**src/rtl/core/agd_pkg.sv**
```systemverilog
// Shared constants, types and the exponential table for the split Gaussian evaluator.
package agd_pkg;

  // Fixed-point format of registers, input and result.
  localparam int FRAC_BITS      = 16;
  // Fraction bits of the exponent fed to the exponential product chain.
  localparam int EXP_TABLE_BITS = 10;
  // Table entry that holds exp(-1).
  localparam int TAB_TOP        = 14;

  localparam int DATA_W    = 32;
  // Scaled distance u is below 8.0, so it has three integer bits.
  localparam int UQ_W      = FRAC_BITS + 3;
  // Dividend of the scaling division: distance shifted left by the fraction bits.
  localparam int SCALE_N_W = DATA_W + FRAC_BITS;
  // Half of u squared, with FRAC_BITS fraction bits.
  localparam int T_W       = 2 * UQ_W - (FRAC_BITS + 1);
  // Requantization shift from FRAC_BITS to EXP_TABLE_BITS fraction bits.
  localparam int SH        = FRAC_BITS - EXP_TABLE_BITS;
  localparam int TQ_W      = EXP_TABLE_BITS + 6;
  localparam int EXP_STEPS = EXP_TABLE_BITS + 5;
  localparam int ACC_W     = DATA_W + 1;
  localparam int SUM_W     = DATA_W + 1;
  localparam int NUM_W     = 2 * DATA_W;
  // Dividend of the area division after the common shift is taken out.
  localparam int AREA_N_W  = NUM_W - FRAC_BITS;

  // round(sqrt(2/pi) * 2^32)
  localparam logic [DATA_W-1:0] SQRT_2_OVER_PI = 32'd3426888095;

  // Configuration register indexes.
  typedef enum logic [1:0] {
    REG_AMPLITUDE   = 2'd0,
    REG_CENTER      = 2'd1,
    REG_WIDTH_ABOVE = 2'd2,
    REG_WIDTH_BELOW = 2'd3
  } cfg_idx_e;

  // Result of the front end: scaled distance and flags.
  typedef struct packed {
    logic            valid;
    logic            bad;
    logic            zero;
    logic [UQ_W-1:0] u;
  } agd_scaled_t;

  // Numerator of the area division.
  typedef struct packed {
    logic             valid;
    logic             bad;
    logic [NUM_W-1:0] num;
  } agd_num_t;

  // Final result before the output register.
  typedef struct packed {
    logic              valid;
    logic              bad;
    logic              sat;
    logic [DATA_W-1:0] q;
  } agd_result_t;

  // round(exp(-2^(k-14)) * 2^32) for k = 0 .. 18.
  function automatic logic [DATA_W-1:0] exp_neg_pow2(input int k);
    logic [DATA_W-1:0] c;
    unique case (k)
      0:       c = 32'd4294705160;
      1:       c = 32'd4294443040;
      2:       c = 32'd4293918848;
      3:       c = 32'd4292870656;
      4:       c = 32'd4290775039;
      5:       c = 32'd4286586875;
      6:       c = 32'd4278222805;
      7:       c = 32'd4261543595;
      8:       c = 32'd4228380000;
      9:       c = 32'd4162825044;
      10:      c = 32'd4034748382;
      11:      c = 32'd3790295335;
      12:      c = 32'd3344923893;
      13:      c = 32'd2605029347;
      14:      c = 32'd1580030169;
      15:      c = 32'd581260615;
      16:      c = 32'd78665070;
      17:      c = 32'd1440801;
      18:      c = 32'd483;
      default: c = '0;
    endcase
    return c;
  endfunction

endpackage

```
**src/rtl/core/agd_front.sv**
```systemverilog
// Front end: width selection, distance and a pipelined restoring division for u.
module agd_front (
  input  logic                      clk_i,
  input  logic                      rst_ni,
  input  logic                      adv_i,
  input  logic                      valid_i,
  input  logic [31:0]               position_i,
  input  logic [31:0]               center_i,
  input  logic [31:0]               width_above_i,
  input  logic [31:0]               width_below_i,
  output agd_pkg::agd_scaled_t      out_o
);

  localparam int UQ_W = agd_pkg::UQ_W;
  localparam int NW   = agd_pkg::SCALE_N_W;

  logic              v_q    [UQ_W+1];
  logic              bad_q  [UQ_W+1];
  logic              zero_q [UQ_W+1];
  logic [31:0]       w_q    [UQ_W+1];
  logic [31:0]       rem_q  [UQ_W+1];
  logic [UQ_W-1:0]   low_q  [UQ_W+1];
  logic [UQ_W-1:0]   quo_q  [UQ_W+1];

  logic              above;
  logic [31:0]       w_d;
  logic [31:0]       dist_d;
  logic [NW-1:0]     num_d;
  logic              over_d;

  // Pick the width and the distance on the side of the center.
  assign above  = position_i > center_i;
  assign w_d    = above ? width_above_i : width_below_i;
  assign dist_d = above ? (position_i - center_i) : (center_i - position_i);
  assign num_d  = {dist_d, {agd_pkg::FRAC_BITS{1'b0}}};
  // u reaches 8.0 exactly when the distance is at least eight widths.
  assign over_d = {3'b000, dist_d} >= {w_d, 3'b000};

  // Entry stage.
  always_ff @(posedge clk_i or negedge rst_ni) begin
    if (!rst_ni) begin
      v_q[0] <= 1'b0;
    end else if (adv_i) begin
      v_q[0] <= valid_i;
    end
  end

  always_ff @(posedge clk_i) begin
    if (adv_i) begin
      bad_q[0]  <= (w_d == '0);
      zero_q[0] <= over_d;
      w_q[0]    <= w_d;
      rem_q[0]  <= 32'(num_d[NW-1:UQ_W]);
      low_q[0]  <= num_d[UQ_W-1:0];
      quo_q[0]  <= '0;
    end
  end

  // One quotient bit per stage, most significant first.
  for (genvar s = 0; s < UQ_W; s++) begin : g_div
    logic [32:0] trial;
    logic        take;

    assign trial = {rem_q[s], low_q[s][UQ_W-1]};
    assign take  = trial >= {1'b0, w_q[s]};

    always_ff @(posedge clk_i or negedge rst_ni) begin
      if (!rst_ni) begin
        v_q[s+1] <= 1'b0;
      end else if (adv_i) begin
        v_q[s+1] <= v_q[s];
      end
    end

    always_ff @(posedge clk_i) begin
      if (adv_i) begin
        rem_q[s+1]  <= take ? 32'(trial - {1'b0, w_q[s]}) : trial[31:0];
        low_q[s+1]  <= {low_q[s][UQ_W-2:0], 1'b0};
        quo_q[s+1]  <= {quo_q[s][UQ_W-2:0], take};
        w_q[s+1]    <= w_q[s];
        bad_q[s+1]  <= bad_q[s];
        zero_q[s+1] <= zero_q[s];
      end
    end
  end

  assign out_o.valid = v_q[UQ_W];
  assign out_o.bad   = bad_q[UQ_W];
  assign out_o.zero  = zero_q[UQ_W];
  assign out_o.u     = quo_q[UQ_W];

endmodule

```
**config.mk**
```make
export PLATFORM = sky130hd
export DESIGN_NAME = agd_front
export DESIGN_NICKNAME = d
export VERILOG_FILES = /design/src/rtl/core/agd_pkg.sv /design/src/rtl/core/agd_front.sv
export SDC_FILE = /design/constraint.sdc
export NUM_CORES = 2
export LEC_CHECK = 0
export BUFFER_PORTS_ARGS = -buffer_cell sky130_fd_sc_hd__buf_2
export CAP_MARGIN = 20
export CORE_MARGIN = 1
export CORE_UTILIZATION = 40
export CTS_CLUSTER_DIAMETER = 60
export DETAILED_ROUTE_END_ITERATION = 7
export HOLD_SLACK_MARGIN = 0.05
export SETUP_SLACK_MARGIN = 0.4
export SLEW_MARGIN = 20
export SYNTH_ARGS = -nofsm -noshare
export SYNTH_HDL_FRONTEND = slang
export SYNTH_SLANG_ARGS = --single-unit
```
**constraint.sdc**
```tcl
create_clock -name clk_i -period 6.1 [get_ports clk_i]
set_clock_uncertainty 0.2 [all_clocks]
set_input_delay 0.61 -clock clk_i [delete_from_list [all_inputs] [get_ports clk_i]]
set_output_delay 0.61 -clock clk_i [all_outputs]
set_load 0.03 [all_outputs]
```
==> flow_summary.ini <==
[status]
outcome = completed

[floorplanning]
num_rows = 169
die_h_um = 466
initial_core_util_pct = 40.4
die_w_um = 466
ios = 154
core_um2 = 213000
die_area_um2 = 217000

[synthesis]
syn_area_um2 = 86100
synth_warnings = 0
synth.avg_cell_area_um2 = 11.0
ys_ff_latch = 1469
synth_cell_types = 97
syn-num-nets = 8658
synthArstFlopShare_pct = 1.36
syn_inst = 7809
yosysSeqAreaShare_pct = 51.1
synthFlopType = edfxtp_1
synth-edff-count = 1449

[critical_path]
cp-start-kind = input port
crit_fanout = 13
crit_type = input port to flop
r2r-end = rem_q[4][62]$_DFFE_PP_
critPathArrivalTime_ns = 5.51
ff2ff_setup_slack_ns = 1.35
crit_path_end_kind = flop
r2r_cells = 14
crit_start = position_i[5]
reg2reg_from = w_q[16][1]$_DFFE_PP_
critPathRequiredTime_ns = 6.57

[sta]
whs_ns = 0.166
fin_crit_sh_pct = 82.6
hold_violations = 0
fmax_mhz = 199
fin_crit_ns = 5.04
setup-tns-final_ns = 0
setup_viol = 0
setup_ws_ns = 1.06
worstMarginPinSlew_ns = 1.07
rsz0062_at_grt = false
maxSlewViolCount = 0
slew_headroom_pct = 28.3

[clocking]
numCtsBuffers = 175
cts-root-buf = clkbuf_16
h-tree-depth = 4
cts.sinks = 1469
cts_tree = built
clkLatencyLatePin_ns = 0.86
path_clk_slew_ns = 0.06
cts_max_path_buffers = 3

[placement]
pre_cts_ws_ns = 0.397
io_buffers = 153
hpwl_um = 176000
placed_area_um2 = 90200
place_congestion = 0.908

[power_and_ir_drop]
p_leak_nw = 39.8
peakVddDrop_uv = 335
total_power_w = 0.0506
power_density_nw_per_um2 = 522

[global_routing]
grt_remaining_overflow = 0
grt_first_pass_wirelength_um = 343000
grt_pass1_vias = 59300
antenna_found_initial = 2
grtUsageTotal_pct = 20.4
grt_max_degree = 168

[finish]
final_cell_mix = 1449 x edfxtp_1, 878 x inv_1, 697 x ha_1
fin_nets = 8919
syn2layout_area_growth_pct = 12.4
fin_area_um2 = 96900
drive_above_1_share_pct = 10.0
final_common_cell = edfxtp_1

[job]
max-cap-violations = 0

[worst_hold_path]
holdPathEnd = w_q[0][24]$_DFFE_PP_
hp-start = width_above_i[24]
worstHoldPathType = input port to flop
whs_path_depth = 4

[detailed_routing]
final_antenna_net_count = 0
viasPerCell = 5.39
num_vias = 59600
routed_wirelength_um = 225000
wl_per_cell_um = 20.4
drcViolationCount = 0
drt-pass1-iter-count = 6
drt_iter0_drc = 4163
==> registers in the layout, indices dropped and copies added (netlist names) <==
name / cells
bad_q: 20
low_q: 6
out_o: 1
quo_q: 190
rem_q: 605
v_q: 19
w_q: 608
zero_q: 20
==> routing by layer <==
layer	vias up	wire length, um	track usage, %
met5	-	0	0
met4	0	12700	11.1
met3	451	8510	2.58
met2	1392	114000	37.0
met1	28700	89900	23.3
li1	29000	-	-
==> logic make-up after synthesis <==
logic type	after synthesis	share of synthesized area (%)
AO/OA/AOI/OAI	1995	14.7
flip-flops	1469	51.1
buffers and inverters	1071	4.92
AND/OR/NAND/NOR	1735	9.52
adder cells (fa/ha/maj)	717	10.6
XOR/XNOR	499	5.07
multiplexers	323	4.14
==> cells in the mapped netlist, drive strengths merged, types with 22 or more instances <==
master,instances,area [um2]
a21boi,32,240
ha,697,8720
xnor2,308,2700
o31a,22,193
mux2,266,3000
o21bai,71,537
a21oi,645,3230
o31ai,47,395
o21ai,451,2260
and3,44,275
a21o,277,2080
edfxtp,1449,43500
nand4,98,613
nor4,46,313
o21a,96,721
nand2b,83,519
buf,100,594
and2,29,181
o211ai,28,210
nand3,126,631
inv,878,3300
nor2b,95,594
xor2,191,1670
or3,36,225
a31oi,67,438
mux2i,57,571
nand2,520,1950
clkbuf,93,350
nor3,117,601
a211oi,59,448
nor2,473,1780
==> power by group <==
part           switching [W]  internal, W
Clock                0.00453      0.00610
Sequential           0.00175       0.0150
Combinational         0.0133      0.00983
==> timing repair <==
action	in CTS	in global routing
hold buffers	67	0
setup buffers	0	0
hold endpoints to repair	82	0
gates resized for setup	0	0
endpoints found under the setup margin	0	0
==> worst max-delay path by stage <==
stage                                         to  slack [ns]  cells past startpoint
after floorplan           zero_q[0][0]$_DFFE_PP_        1.32                     23
after global placement    zero_q[0][0]$_DFFE_PP_        0.47                     20
after detailed placement  zero_q[0][0]$_DFFE_PP_        0.40                     20
after CTS                 zero_q[0][0]$_DFFE_PP_        1.22                     20
after global routing      zero_q[0][0]$_DFFE_PP_        0.83                     20
final                     zero_q[0][0]$_DFFE_PP_        1.06                     20
==> worst max-delay path: stages <==
cell and delay, ns:
buf_2 0.10, inv_1 0.04, ha_1 0.37, nand2_1 0.10, nor2_1 0.20, a21oi_1 0.15
o21ai_2 0.21, a31oi_1 0.21, o31ai_4 0.71, buf_4 0.31, mux2_2 0.38, a32oi_1 0.26
xnor2_1 0.16, ha_1 0.35, nand4_1 0.13, nor3_1 0.38, o21ai_0 0.24, a21boi_0 0.29
o21ai_0 0.12, a31oi_1 0.18
==> per-stage QoR <==
| stage | std cells | util [%] |
|---|---|---|
| finish | 11000 | 45.4 |
| global placement | 10600 | 42.3 |
| floorplan | 7809 | - |
| CTS | 11000 | 45.4 |
| global route | 11000 | 45.4 |
| detailed placement | 10600 | 42.3 |
==> layout make-up <==
cell class	count	area, um2
Clock inverter	139	1540
Multi-Input combinational cell	5269	38000
Fill cell	19600	116000
Sequential cell	1469	44000
Clock buffer	190	4440
Timing Repair Buffer	277	2070
Antenna cell	3	7.51
Tap cell	2821	3530
Inverter	878	3300
Note: power is estimated with default switching activity, not from simulation.
