`config.mk`:
```
export PLATFORM = sky130hd
export DESIGN_NAME = agd_back
export DESIGN_NICKNAME = d
export VERILOG_FILES = /design/src/rtl/core/agd_pkg.sv /design/src/rtl/core/agd_back.sv
export SDC_FILE = /design/constraint.sdc
export NUM_CORES = 2
export LEC_CHECK = 0
export BUFFER_PORTS_ARGS = -buffer_cell sky130_fd_sc_hd__buf_2
export CORE_MARGIN = 10
export CORE_UTILIZATION = 35
export CTS_BUF_LIST = sky130_fd_sc_hd__clkbuf_4
export DETAILED_ROUTE_END_ITERATION = 8
export GPL_TIMING_DRIVEN = 0
export PLACE_DENSITY = 0.48
export SYNTH_ARGS = -nofsm -noshare
export SYNTH_HDL_FRONTEND = slang
export SYNTH_SLANG_ARGS = --single-unit
```
`constraint.sdc`:
```
create_clock -name clk_i -period 8.9 [get_ports clk_i]
set_input_delay 0.89 -clock clk_i [delete_from_list [all_inputs] [get_ports clk_i]]
set_output_delay 0.89 -clock clk_i [all_outputs]
set_load 0.05 [all_outputs]
```
`src/rtl/core/agd_pkg.sv`:
```
// Shared constants, types and the exponential table for the split Gaussian evaluator.
package agd_pkg;

  // Fixed-point format of registers, input and result.
  localparam int FRAC_BITS      = 16;
  // Fraction bits of the exponent fed to the exponential product chain.
  localparam int EXP_TABLE_BITS = 10;
  // Table entry that holds exp(-1).
  localparam int TAB_TOP        = 14;

  localparam int DATA_W    = 32;
  // Scaled distance u is below 8.0, so it has three integer bits.
  localparam int UQ_W      = FRAC_BITS + 3;
  // Dividend of the scaling division: distance shifted left by the fraction bits.
  localparam int SCALE_N_W = DATA_W + FRAC_BITS;
  // Half of u squared, with FRAC_BITS fraction bits.
  localparam int T_W       = 2 * UQ_W - (FRAC_BITS + 1);
  // Requantization shift from FRAC_BITS to EXP_TABLE_BITS fraction bits.
  localparam int SH        = FRAC_BITS - EXP_TABLE_BITS;
  localparam int TQ_W      = EXP_TABLE_BITS + 6;
  localparam int EXP_STEPS = EXP_TABLE_BITS + 5;
  localparam int ACC_W     = DATA_W + 1;
  localparam int SUM_W     = DATA_W + 1;
  localparam int NUM_W     = 2 * DATA_W;
  // Dividend of the area division after the common shift is taken out.
  localparam int AREA_N_W  = NUM_W - FRAC_BITS;

  // round(sqrt(2/pi) * 2^32)
  localparam logic [DATA_W-1:0] SQRT_2_OVER_PI = 32'd3426888095;

  // Configuration register indexes.
  typedef enum logic [1:0] {
    REG_AMPLITUDE   = 2'd0,
    REG_CENTER      = 2'd1,
    REG_WIDTH_ABOVE = 2'd2,
    REG_WIDTH_BELOW = 2'd3
  } cfg_idx_e;

  // Result of the front end: scaled distance and flags.
  typedef struct packed {
    logic            valid;
    logic            bad;
    logic            zero;
    logic [UQ_W-1:0] u;
  } agd_scaled_t;

  // Numerator of the area division.
  typedef struct packed {
    logic             valid;
    logic             bad;
    logic [NUM_W-1:0] num;
  } agd_num_t;

  // Final result before the output register.
  typedef struct packed {
    logic              valid;
    logic              bad;
    logic              sat;
    logic [DATA_W-1:0] q;
  } agd_result_t;

  // round(exp(-2^(k-14)) * 2^32) for k = 0 .. 18.
  function automatic logic [DATA_W-1:0] exp_neg_pow2(input int k);
    logic [DATA_W-1:0] c;
    unique case (k)
      0:       c = 32'd4294705160;
      1:       c = 32'd4294443040;
      2:       c = 32'd4293918848;
      3:       c = 32'd4292870656;
      4:       c = 32'd4290775039;
      5:       c = 32'd4286586875;
      6:       c = 32'd4278222805;
      7:       c = 32'd4261543595;
      8:       c = 32'd4228380000;
      9:       c = 32'd4162825044;
      10:      c = 32'd4034748382;
      11:      c = 32'd3790295335;
      12:      c = 32'd3344923893;
      13:      c = 32'd2605029347;
      14:      c = 32'd1580030169;
      15:      c = 32'd581260615;
      16:      c = 32'd78665070;
      17:      c = 32'd1440801;
      18:      c = 32'd483;
      default: c = '0;
    endcase
    return c;
  endfunction

endpackage

```
`src/rtl/core/agd_back.sv`:
```
// Back end: pipelined restoring division by the area, saturation and flags.
module agd_back (
  input  logic                  clk_i,
  input  logic                  rst_ni,
  input  logic                  adv_i,
  input  agd_pkg::agd_num_t     in_i,
  input  logic [32:0]           area_i,
  output agd_pkg::agd_result_t  out_o
);

  localparam int NW = agd_pkg::AREA_N_W;
  localparam int QW = agd_pkg::DATA_W;

  logic            v_q   [QW+1];
  logic            bad_q [QW+1];
  logic            sat_q [QW+1];
  logic [32:0]     rem_q [QW+1];
  logic [QW-1:0]   low_q [QW+1];
  logic [QW-1:0]   quo_q [QW+1];

  logic [NW-1:0]   n_d;

  assign n_d = in_i.num[agd_pkg::NUM_W-1:agd_pkg::FRAC_BITS];

  always_ff @(posedge clk_i or negedge rst_ni) begin
    if (!rst_ni) begin
      v_q[0] <= 1'b0;
    end else if (adv_i) begin
      v_q[0] <= in_i.valid;
    end
  end

  // The quotient overflows when the upper dividend part reaches the divisor.
  always_ff @(posedge clk_i) begin
    if (adv_i) begin
      bad_q[0] <= in_i.bad;
      sat_q[0] <= 33'(n_d[NW-1:QW]) >= area_i;
      rem_q[0] <= 33'(n_d[NW-1:QW]);
      low_q[0] <= n_d[QW-1:0];
      quo_q[0] <= '0;
    end
  end

  for (genvar s = 0; s < QW; s++) begin : g_div
    logic [33:0] trial;
    logic        take;

    assign trial = {rem_q[s], low_q[s][QW-1]};
    assign take  = trial >= {1'b0, area_i};

    always_ff @(posedge clk_i or negedge rst_ni) begin
      if (!rst_ni) begin
        v_q[s+1] <= 1'b0;
      end else if (adv_i) begin
        v_q[s+1] <= v_q[s];
      end
    end

    always_ff @(posedge clk_i) begin
      if (adv_i) begin
        rem_q[s+1] <= take ? 33'(trial - {1'b0, area_i}) : trial[32:0];
        low_q[s+1] <= {low_q[s][QW-2:0], 1'b0};
        quo_q[s+1] <= {quo_q[s][QW-2:0], take};
        bad_q[s+1] <= bad_q[s];
        sat_q[s+1] <= sat_q[s];
      end
    end
  end

  // A zero width wins over saturation.
  assign out_o.valid = v_q[QW];
  assign out_o.bad   = bad_q[QW];
  assign out_o.sat   = sat_q[QW] && !bad_q[QW];
  assign out_o.q     = bad_q[QW] ? '0 : (sat_q[QW] ? '1 : quo_q[QW]);

endmodule

```
==> metrics.md <==
| Metric | Value |
|---|---|
| Period utilisation layout | `58.15%` |
| Hold WS | `0.3094 ns` |
| DR vias | `94660` |
| R2r startpoint | `low_q[0][799]$_DFFE_PP_` |
| Data required time of the critical path | `10.09 ns` |
| Worst Skew | `0.09505 ns` |
| Leak | `57.69 nW` |
| Fin crit period | `5.175 ns` |
| Skew-Pair Late Insertion Delay | `1.56 ns` |
| CTS tree | `done` |
| CTS root buffer | `clkbuf_4` |
| Final setup TNS | `0 ns` |
| Pwr dens | `373.9 nW/um^2` |
| Vias in the first global route | `95390` |
| Die area | `395900 um^2` |
| Estimated wirelength of the detail-placed design | `270.2 mm` |
| Clock transition at the registers of the reported paths | `0.06 ns` |
| Hold Fails Final Rpt | `0` |
| Post-synth cell types | `103` |
| Final setup vio count | `0` |
| WP data arrival | `6.37 ns` |
| I/O pin count | `137` |
| Layout Nets | `13560` |
| Most frequent cells in the layout | `edfxtp_1, a21oi_1, ha_1` |
| Ys async rst share | `1.504%` |
| Nature of the critical path startpoint | `input pin` |
| Hold depth | `5` |
| DRC violations left | `0` |
| Antenna Nets Post-Route | `0` |
| # rows | `223` |
| Avg WL per Cell | `21.00 um` |
| Status | `finished, final reports clean` |
| Worst reg-to-reg setup slack | `3.88 ns` |
| Die Y | `629.2 um` |
| Placement Cell Area | `138200 um^2` |
| Die width | `629.2 um` |
| Synth top area cells | `edfxtp_1, ha_1, a21oi_1` |
| Input/output buffers | `120` |
| Maximum vdd drop | `145.3 uV` |
| Global Route Usage Sum | `18.09%` |
| Final Slew Violations | `0` |
| Crit Path Class | `in -> reg` |
| Synth Warn # | `0` |
| Register bit total from synthesis | `2194` |
| First-pass GRT wire length | `566.1 mm` |
| Vias per inst | `5.319` |
| Worst slew pin tran | `1.150 ns` |
| Worst hold start | `area_i[1]` |
| Worst flop-to-flop path endpoint | `rem_q[0][846]$_DFFE_PP_` |
| CP max stage delay | `0.55 ns` |
| Cell area after layout | `147600 um^2` |
| Routed WL | `373.8 mm` |
| Most frequent cell on the critical path | `a21oi_1` |
| Synth top area share | `49.96%` |
| Commonest non-fill, non-tap cell in the layout | `edfxtp_1` |
| Mapped Nets | `12620` |
| Avg Cell Area, Syn | `11.37 um^2` |
| Crit Path Max Fanout | `22` |
| 1st-pass router iterations | `8` |
| CP Capture Type | `flop` |
| Seq/Total Area, Yosys | `50.59%` |
| Dominant cell type by area after synthesis | `edfxtp_1` |
| RSZ-0062 raised after global routing | `no` |
| Fmax | `193.2 MHz` |
| GR Overflow Total | `0` |
| Post-CTS Setup Bufs | `0` |
| 1st-iter DRT viols | `7243` |
| Initial Util | `35.16%` |
| Pin count of the biggest net entering global routing | `173` |
| Worst Hold Path EP | `rem_q[0][67]$_DFFE_PP_` |
| Slew headroom | `22.82%` |
| Filler Cell Count | `35970` |
| Share of layout cells above drive strength 1 | `14.77%` |
| TritonCTS buffer count | `647` |
| Initial antenna violation count | `23` |
| Area added between synthesis and finish | `13.67%` |
| CP max stage cell | `a311oi_1` |
| Post-synth EDFFs | `2161` |
| RD Place Congestion | `0.8868` |
| Worst hold path type | `in -> reg` |
| Core box area | `369400 um^2` |
| Crit-path cells | `dlygate4sd3_1, buf_4, buf_16, ha_1, inv_1, fa_1, a21o_1, a21oi_1, o211ai_1, a311oi_1, o21ai_0, a21oi_1, o21ai_0, a31o_2, clkbuf_1, clkbuf_1, nor2_1, a21oi_1` |
| Synthesized area | `129900 um^2` |
| Max H-tree Level | `6` |
| Clock sink count | `2194` |
| Max-cap viol count | `0` |
| Syn Inst Count | `11430` |
| Worst r2r path cells | `16` |
| Clk buf depth | `4` |
| Main synth FF type | `edfxtp_1` |
## worst max path at each step
stage	start	endpoint	slack [ns]
floorplan	area_i[1]	rem_q[0][506]$_DFFE_PP_	3.20
global placement	adv_i	quo_q[1][9]$_DFFE_PP_	-28.80
detailed placement	area_i[0]	rem_q[0][955]$_DFFE_PP_	2.83
CTS	sat_q[0][32]$_DFFE_PP_	out_o[20]	3.63
global route	area_i[0]	rem_q[0][948]$_DFFE_PP_	3.65
finish	area_i[0]	rem_q[0][846]$_DFFE_PP_	3.72
## Yosys cell counts, types with 68 or more instances
master	instances
xor2_1	307
nor3_1	148
clkbuf_1	217
xnor2_1	545
edfxtp_1	2161
o21ai_0	602
nand3_1	220
a21oi_1	1188
o21bai_1	155
a21o_1	506
o21a_1	138
nand2b_1	98
a31oi_1	115
mux2_2	437
nor2_1	884
nand2_1	688
and3_1	100
nand4_1	184
ha_1	1056
a211oi_1	83
inv_1	375
o31ai_1	68
nor2b_1	119
## area by class of cell
type	instances	area, um^2	area share [%]
flip-flops and latches	2194	65720	44.51
multi-input cells	8539	61330	41.54
clock buffers	917	6884	4.662
well taps	4950	6193	4.195
repair buffers	300	3291	2.229
inverters	378	1501	1.017
plain buffers	315	1431	0.9694
clock inverters	192	1269	0.8593
diodes	13	32.53	0.02203
## where the power goes
group | switching, mW | internal, mW | leakage [nW] | total [mW]
Clock | 4.66 | 4.95 | 4.85 | 9.61
Sequential | 1.85 | 15.8 | 21.5 | 17.7
Combinational | 16.0 | 11.9 | 31.3 | 27.9
Total | 22.5 | 32.7 | 57.7 | 55.2
## metal layers
metal / global-route usage (%) / part of all wire (%) / up-vias
met5: 0 / 0.0037 / -
met1: 23.91 / 45 / 45570
met4: 5.955 / 3.2 / 2
met3: 2.515 / 4.6 / 685
li1: - / - / 45880
met2: 30.56 / 48 / 2525
## logic make-up after synthesis
logic type      count (synthesis)  synth area share (%)
xor+xnor                      852                 5.745
buf+inv                       693                 2.192
compound gates               3374                 16.41
mux                           526                 4.651
flops                        2194                 50.59
fa+ha+maj                    1087                 10.65
simple gates                 2700                 9.758
## registers in the layout, indices dropped and copies added (netlist names)
signal and count:
low_q 528, quo_q 528, out_o 1, sat_q 33, rem_q 1039, bad_q 33, v_q 32
## worst max-delay path, delay by kind of cell
family | cells | cell delay, ns
buf+inv | 6 | 1.99
fa+ha+maj | 2 | 0.64
simple gates | 1 | 0.20
compound gates | 9 | 2.52
## through the flow
stage / instances / power [mW] / setup WS, ns / util, %
4_1_cts: 17790 / 55.80 / 3.628 / 39.96
3_3_place_gp: 16500 / 45.97 / -28.80 / 37.00
5_1_grt: 17790 / 59.67 / 3.650 / 39.96
2_1_floorplan: 11430 / 37.72 / 3.201 / -
6_report: 17800 / 55.21 / 3.725 / 39.97
3_5_place_dp: 16550 / 45.58 / 2.831 / 37.40
## timing repair
action	in CTS	in global routing
gates resized for setup	0	0
hold buffers	130	0
hold endpoints to repair	247	0
(Power assumes the default switching activity.)
